===== src/rtl/core/twp_pkg.sv =====
// Shared constants, register indexes and control structs of the waveform player.
package twp_pkg;

   // Waveform memory geometry.
   localparam int DEPTH  = 1024;
   localparam int ADDR_W = $clog2(DEPTH);
   localparam int WORD_W = 32;

   // Field widths.
   localparam int SAMPLE_W  = 16;
   localparam int POS_W     = 11;
   localparam int AMPS_W    = 9;
   localparam int AMP_IDX_W = 8;

   // Arithmetic widths: step product, gain and gain times sample.
   localparam int PROD_W = AMPS_W + SAMPLE_W;
   localparam int GAIN_W = PROD_W + 1;
   localparam int MUL_W  = GAIN_W + SAMPLE_W;
   localparam int FRAC_SHIFT = 12;

   // Configuration port.
   localparam int CSR_IDX_W  = 3;
   localparam int CSR_DATA_W = 16;
   localparam logic [CSR_IDX_W-1:0] CSR_WAVE_LENGTH = 3'd0;
   localparam logic [CSR_IDX_W-1:0] CSR_START_AMP   = 3'd1;
   localparam logic [CSR_IDX_W-1:0] CSR_DELTA_AMP   = 3'd2;
   localparam logic [CSR_IDX_W-1:0] CSR_NUM_AMPS    = 3'd3;
   localparam logic [CSR_IDX_W-1:0] CSR_THRESHOLD   = 3'd4;

   // Input item kinds carried in tuser.
   localparam logic MODE_TICK = 1'b0;
   localparam logic MODE_LOAD = 1'b1;

   // Stream payload widths.
   localparam int REQ_TDATA_W = 64;
   localparam int RSP_TDATA_W = 48;
   localparam int RSP_ACTIVE_BIT = 2 * SAMPLE_W;

   // Commands from the controller to the datapath.
   typedef struct packed {
      logic tick_accept;
      logic load_accept;
      logic gain_en;
      logic mul_en;
      logic out_en;
   } twp_cmd_type;

   // Status from the datapath to the controller.
   typedef struct packed {
      logic out_stall;
   } twp_status_type;

endpackage


===== src/rtl/core/twp_ctrl.sv =====
// Sequencer of the waveform player: takes items and steps the datapath.
module twp_ctrl (
   input  logic                    clock,
   input  logic                    reset,
   input  logic                    req_tvalid,
   input  logic                    req_mode,
   input  twp_pkg::twp_status_type status,
   output logic                    req_tready,
   output twp_pkg::twp_cmd_type    cmd
);

   localparam logic [1:0] ST_IDLE = 2'd0;
   localparam logic [1:0] ST_GAIN = 2'd1;
   localparam logic [1:0] ST_MUL  = 2'd2;
   localparam logic [1:0] ST_OUT  = 2'd3;

   logic [1:0] state_ff;
   logic [1:0] state_in;
   logic       take;

   assign req_tready = (state_ff == ST_IDLE);
   assign take       = req_tvalid && req_tready;

   // Next state and commands.
   always_comb begin
      state_in = state_ff;
      cmd      = '0;
      unique case (state_ff)
         ST_IDLE: begin
            if (take && (req_mode == twp_pkg::MODE_LOAD)) begin
               cmd.load_accept = 1'b1;
            end else if (take) begin
               cmd.tick_accept = 1'b1;
               state_in        = ST_GAIN;
            end
         end
         ST_GAIN: begin
            cmd.gain_en = 1'b1;
            state_in    = ST_MUL;
         end
         ST_MUL: begin
            cmd.mul_en = 1'b1;
            state_in   = ST_OUT;
         end
         ST_OUT: begin
            if (!status.out_stall) begin
               cmd.out_en = 1'b1;
               state_in   = ST_IDLE;
            end
         end
         default: begin
            state_in = ST_IDLE;
         end
      endcase
   end

   always_ff @(posedge clock) begin
      if (reset) begin
         state_ff <= ST_IDLE;
      end else begin
         state_ff <= state_in;
      end
   end

endmodule


===== config.mk =====
export PLATFORM = sky130hd
export DESIGN_NAME = twp_ctrl
export DESIGN_NICKNAME = d
export VERILOG_FILES = /design/src/rtl/core/twp_pkg.sv /design/src/rtl/core/twp_ctrl.sv
export SDC_FILE = /design/constraint.sdc
export NUM_CORES = 1
export LEC_CHECK = 0
export ABC_AREA = 1
export BUFFER_PORTS_ARGS = -buffer_cell sky130_fd_sc_hd__clkbuf_2
export CELL_PAD_IN_SITES_DETAIL_PLACEMENT = 1
export CELL_PAD_IN_SITES_GLOBAL_PLACEMENT = 2
export CORE_AREA = 2 2 39 41
export CTS_BUF_LIST = sky130_fd_sc_hd__clkbuf_2 sky130_fd_sc_hd__clkbuf_4 sky130_fd_sc_hd__clkbuf_8
export DETAILED_ROUTE_END_ITERATION = 6
export DIE_AREA = 0 0 41 43
export PLACE_DENSITY_LB_ADDON = 0.1
export REMOVE_ABC_BUFFERS = 1
export SETUP_SLACK_MARGIN = 0.5
export SLEW_MARGIN = 20
export SYNTH_ARGS = -nofsm -noshare
export SYNTH_HDL_FRONTEND = slang
export SYNTH_SLANG_ARGS = --single-unit
export TNS_END_PERCENT = 5

===== constraint.sdc =====
create_clock -name clock -period 2.8 [get_ports clock]
set_input_delay 0 -clock clock [delete_from_list [all_inputs] [get_ports clock]]
set_output_delay 0 -clock clock [all_outputs]
set_load 0.05 [all_outputs]

==> reports/results.txt, run 1 <==
Biggest register -> state_ff
Root buffer cell -> clkbuf_4
Crit-path max FO -> 4
CP startpoint -> state_ff[0]$_SDFFE_PP0P_
Setup crit end -> cmd[3]
Crit start category -> flop
Comb pwr share -> 0.654
Crit path kind -> flop to primary output
DP Wirelength -> 408.3 um
Rel. slew slack -> 0.8110
Antenna-violating nets left -> 0
Syn_area_per_cell -> 6.715 um2
Worst EP required -> 2800 ps
Nets -> 55
# DRC -> 0
Post-CTS Setup Inserts -> 0
Clk pin slew, worst setup/hold paths -> 30 ps
Distinct cell type count after synthesis -> 9
Die footprint -> 0.001763 mm2
# diodes -> 0
Clock share of power -> 0.189
Max reg flops -> 2
Outcome -> finished, final reports clean
Flop2flop setup slack -> 1680 ps
CTS sink cnt -> 2
Int Pwr -> 146.6 uW
Post-Syn Area -> 201.4 um2
Minimum clock period -> 1467 ps
Final setup violation count -> 0
Hold crit path type -> input pin to flop
DRT iter0 DRCs -> 0
CTS tree -> built
Switching fraction of total power -> 0.5682
Core area -> 0.001384 mm2
Unrepaired setup endpoints after global routing -> no
Vias in the first global route -> 223
Gr ovfl total -> 0
Largest net degree at the start of global routing -> 5
Initial Util -> 0.1456
Gpl congestion -> 0.6609
CTS Buffer Depth -> 2
Die height -> 43 um
1st-pass router iterations -> 1
Post-synthesis register bit count -> 2
H-Tree Depth -> 1
CTS Buf Count -> 3
CP endpoint kind -> primary output
Post-synthesis sequential area ratio -> 0.1988
Hold slack final -> 24.86 ps
RR Endpoint -> state_ff[1]$_SDFFE_PP0P_
Drt via density -> 3.661
Max Cap Violations -> 0
Crit path DAT -> 1470 ps
WL per Instance -> 8.102 um
Area growth, synth to finish -> 45.96%
Peak supply drop -> 0.2984 mV
F_max -> 681.6 MHz
Fin. Hold Viols -> 0
Psw -> 192.9 uW
Layout cells sized above 1 -> 0.3488
Register share of total power -> 0.157
Worst-Margin Slew -> 284.7 ps
Worst Skew -> 2.869 ps
Crit share post-route -> 0.5240
Initial antenna violation count -> 0
Num rows -> 14
First-pass GRT wire length -> 862 um
Worst R2R Path Depth -> 6
Vias -> 216
Syn Inst Count -> 30
Clk_lat worst skew -> 220 ps
Layout Utilization -> 0.2125
Reg2reg start -> state_ff[0]$_SDFFE_PP0P_
Leak -> 0.1749 nW
IO Pins -> 11
Post-CTS sizing -> 0
Largest regs -> state_ff (2)
Routed WL -> 478 um
Width of the chip -> 41 um
Overall Global Routing Usage -> 0.07600
Port-buffer cells -> 10
Warnings, synthesis -> 0
PwrDens -> 1154 mW/mm2
Max-slew violations -> 0
Setup TNS -> 0 ps
Hold buffers post-CTS -> 0
==> routing by layer <==
layer | track usage | wire length [um] | vias up
met3 | 0.03141 | 24 | 0
met5 | 0 | 0 | -
met1 | 0.08889 | 211 | 95
li1 | - | - | 116
met2 | 0.09375 | 241 | 5
met4 | 0.08000 | 0 | 0
==> cells in the mapped netlist <==
library cell	instances	area (um2)
a21oi_1	2	10.01
dfxtp_1	2	40.04
ha_1	5	62.56
inv_1	8	30.03
nand2_1	3	11.26
nand2_2	2	12.51
nand3_1	2	10.01
nor2_1	4	15.01
nor3_1	2	10.01
==> cells in the final DEF, fill, tap and decap left out <==
| cell | n |
|---|---|
| a21oi_1 | 2 |
| clkbuf_2 | 10 |
| nand3_1 | 2 |
| ha_1 | 5 |
| clkbuf_4 | 3 |
| dfxtp_1 | 2 |
| nor2_1 | 4 |
| nand2_1 | 3 |
| nor3_1 | 2 |
| nand2_2 | 2 |
| inv_1 | 8 |
==> through the flow <==
stage               cells  worst slack [ps]  cell area, um2  power [mW]
finish                 59              1333           294.0      0.3394
global route           59              1223           294.0      0.3745
CTS                    59              1305           294.0      0.3483
detailed placement     56              1551           271.5      0.2795
global placement       56              1617           271.5      0.2781
floorplan              30             655.6           201.4      0.2382
==> critical path, stage by stage (launching register included) <==
cell	delay, ps
dfxtp_1	330
inv_1	110
ha_1	210
inv_1	70
nor3_1	200
clkbuf_2	310
==> kinds of logic after synthesis <==
family / share of synthesized area
AOI/OAI and AO/OA: 0.04969
and+or+nand+nor: 0.2919
DFF: 0.1988
buffers and inverters: 0.1491
adders and majority gates: 0.3106
==> worst min path at each step <==
stage	start	endpoint	cells past startpoint
after CTS	reset	state_ff[0]$_SDFFE_PP0P_	4
final	reset	state_ff[0]$_SDFFE_PP0P_	4
after detailed placement	reset	state_ff[1]$_SDFFE_PP0P_	4
after global placement	reset	state_ff[0]$_SDFFE_PP0P_	4
after global routing	reset	state_ff[0]$_SDFFE_PP0P_	4
after floorplan	reset	state_ff[1]$_SDFFE_PP0P_	3
==> layout make-up <==
cell class / instances / area [um2]
Clock buffer: 3 / 22.52
Tap cell: 16 / 20.02
Multi-Input combinational cell: 20 / 131.4
Inverter: 8 / 30.03
Sequential cell: 2 / 40.04
Fill cell: 177 / 1090
Timing Repair Buffer: 10 / 50.05
==> power groups by stage <==
stage / registers, mW / clock network (mW) / logic, mW
global route: 0.0559 / 0.0708 / 0.248
finish: 0.0533 / 0.0640 / 0.222
floorplan: 0.0499 / 0 / 0.188
CTS: 0.0535 / 0.0681 / 0.227
global placement: 0.0537 / 0 / 0.224
detailed placement: 0.0540 / 0 / 0.226
No activity file was read; power rests on OpenSTA's default activity.
==> inputs of run 2 (changes only) <==
- clock period: 2.8 -> 1.5 ns (I/O delays scaled with it)
==> reports/results.txt, run 2 (same netlist as run 1, synthesis figures left out) <==
Crit path kind -> flop to primary output
Drt via density -> 3.921 (+7.1%)
Nets -> 59 (+7.3%)
Vias in the first global route -> 260 (+17%)
Port-buffer cells -> 10 (unchanged)
# DRC -> 0 (unchanged)
Final setup violation count -> 0 (unchanged)
Clk_lat worst skew -> 230 ps (about the same)
Peak supply drop -> 0.6670 mV (+120%)
Root buffer cell -> clkbuf_4
Outcome -> finished, final reports clean
Initial antenna violation count -> 0 (unchanged)
Area growth, synth to finish -> 86.34%
Initial Util -> 0.1456 (unchanged)
Largest net degree at the start of global routing -> 5 (unchanged)
Overall Global Routing Usage -> 0.08509 (+0.009085)
CTS tree -> built
Crit path DAT -> 1200 ps (-270 ps)
Antenna-violating nets left -> 0 (unchanged)
Die footprint -> 0.001763 mm2 (unchanged)
Worst path slowest cell -> dfxtp_4
Slowest cell delay on critical path -> 350 ps (+20 ps)
1st-pass router iterations -> 1 (unchanged)
IO Pins -> 11 (unchanged)
WL per Instance -> 9.222 um (+14%)
Worst EP required -> 1500 ps (-1300 ps)
Dpl cell area -> 271.5 um2 (unchanged)
First-pass GRT wire length -> 945 um (+9.6%)
Buf/Inv on CP -> 3 (unchanged)
Core area -> 0.001384 mm2 (unchanged)
Most common library cell in the layout ignoring fill and taps -> clkbuf_2
PwrDens -> 2143 mW/mm2 (+86%)
Layout cells sized above 1 -> 0.5745 (+0.2256)
Hold crit path type -> input pin to flop
Max Cap Violations -> 0 (unchanged)
Crit share post-route -> 0.7999
Leak -> 0.2020 nW (+16%)
Max reg flops -> 2 (unchanged)
Crit-path max FO -> 4 (unchanged)
Gr ovfl total -> 0 (unchanged)
Fill cells -> 168 (-5.1%)
CTS Buffer Depth -> 2 (unchanged)
CP delay by family, top -> flip-flops
Worst Skew -> 2.567 ps (-0.3017 ps)
DP Wirelength -> 413.2 um (+1.2%)
Setup TNS -> 0 ps (unchanged)
Layout Utilization -> 0.2712 (+0.05877)
CTS Buf Count -> 3 (unchanged)
Num rows -> 14 (unchanged)
Clk pin slew, worst setup/hold paths -> 30 ps (about the same)
DRT iter0 DRCs -> 0 (unchanged)
Biggest register -> state_ff
Crit start category -> flop
Vias -> 247 (+14%)
CTS sink cnt -> 2 (unchanged)
Most frequent cells in the layout -> clkbuf_2 (7), inv_1 (5), buf_4 (5), nor2_1 (4), ha_1 (4)
H-Tree Depth -> 1 (unchanged)
Minimum clock period -> 1200 ps
Worst-Margin Slew -> 279.1 ps (-5.660 ps)
Unrepaired setup endpoints after global routing -> yes
Largest regs -> state_ff (2)
Width of the chip -> 41 um (unchanged)
# diodes -> 0 (unchanged)
Flop2flop setup slack -> 360 ps (-1320 ps)
Fin. Hold Viols -> 0 (unchanged)
Final Cell Area -> 375.4 um2 (+28%)
Gpl congestion -> 0.6925 (+4.8%)
Worst path most repeated cell -> inv_4
Die height -> 43 um (unchanged)
Sequence of cells on the critical path -> inv_4 > ha_4 > inv_4 > nor3_4 > buf_8
Rel. slew slack -> 0.8147 (+0.003757)
F_max -> 833.4 MHz
CP endpoint kind -> primary output
Routed WL -> 581 um (+22%)
Max-slew violations -> 0 (unchanged)
run 2: changes by cell type in the layout (fill, tap and decap cells not counted), sizes merged:
cell,change
buf,+7
clkbuf,-3
run 2: final cells by class:
class,count,area [um2],area share
clock buffer,3,22.52,0.06000
inverter,8,35.03,0.09333
multi-input combinational,20,160.2,0.4267
sequential,2,45.04,0.1200
tap,16,20.02,0.05333
timing repair buffer,14,92.59,0.2467
run 2: what timing repair did:
item | in CTS | in global routing
buffers inserted | 4 | 0
pin swaps | 3 | 2
gates resized for setup | 11 | 8
setup endpoints to repair | 8 | 8
hold buffers | 0 | 0
hold endpoints to repair | 0 | 0
run 2: report_power, final:
part	leakage (nW)	total (mW)	internal, mW	switching [mW]
combinational	0.171	0.568	0.210	0.358
clock	0.0138	0.122	0.0885	0.0336
sequential	0.0175	0.114	0.0845	0.0294
run 2: tightest hold or removal path: stages:
cell and delay (ps):
clkbuf_2 70, inv_1 40, nand2_1 60, nor2_1 30
run 2: path summary, 6_finish.rpt:
path,to,depth (start not counted),startpoint
min,state_ff[0]$_SDFFE_PP0P_,4,reset
max reg2reg,state_ff[0]$_SDFFE_PP0P_,7,state_ff[0]$_SDFFE_PP0P_
max,cmd[4],5,state_ff[0]$_SDFFE_PP0P_
min reg2reg,state_ff[0]$_SDFFE_PP0P_,2,state_ff[0]$_SDFFE_PP0P_
run 2: metrics by stage:
stage / std cells / worst slack (ps) / power (mW) / hold slack [ps]
after floorplan: 30 / -644.4 / 0.4447 / 155.5
after global placement: 56 / 311.2 / 0.5203 / 262.5
after detailed placement: 56 / 266.0 / 0.5233 / 258.3
after CTS: 63 / 255.6 / 0.7688 / 13.09
after global routing: 63 / 255.0 / 0.8661 / 39.36
final: 63 / 300.1 / 0.8042 / 12.62
run 2: layer usage:
metal	up-vias	GRT usage	wire length, um
li1	128	-	-
met1	110	0.07962	220
met2	7	0.1313	304
met3	2	0.01571	38
met4	0	0.1000	18
met5	-	0	0
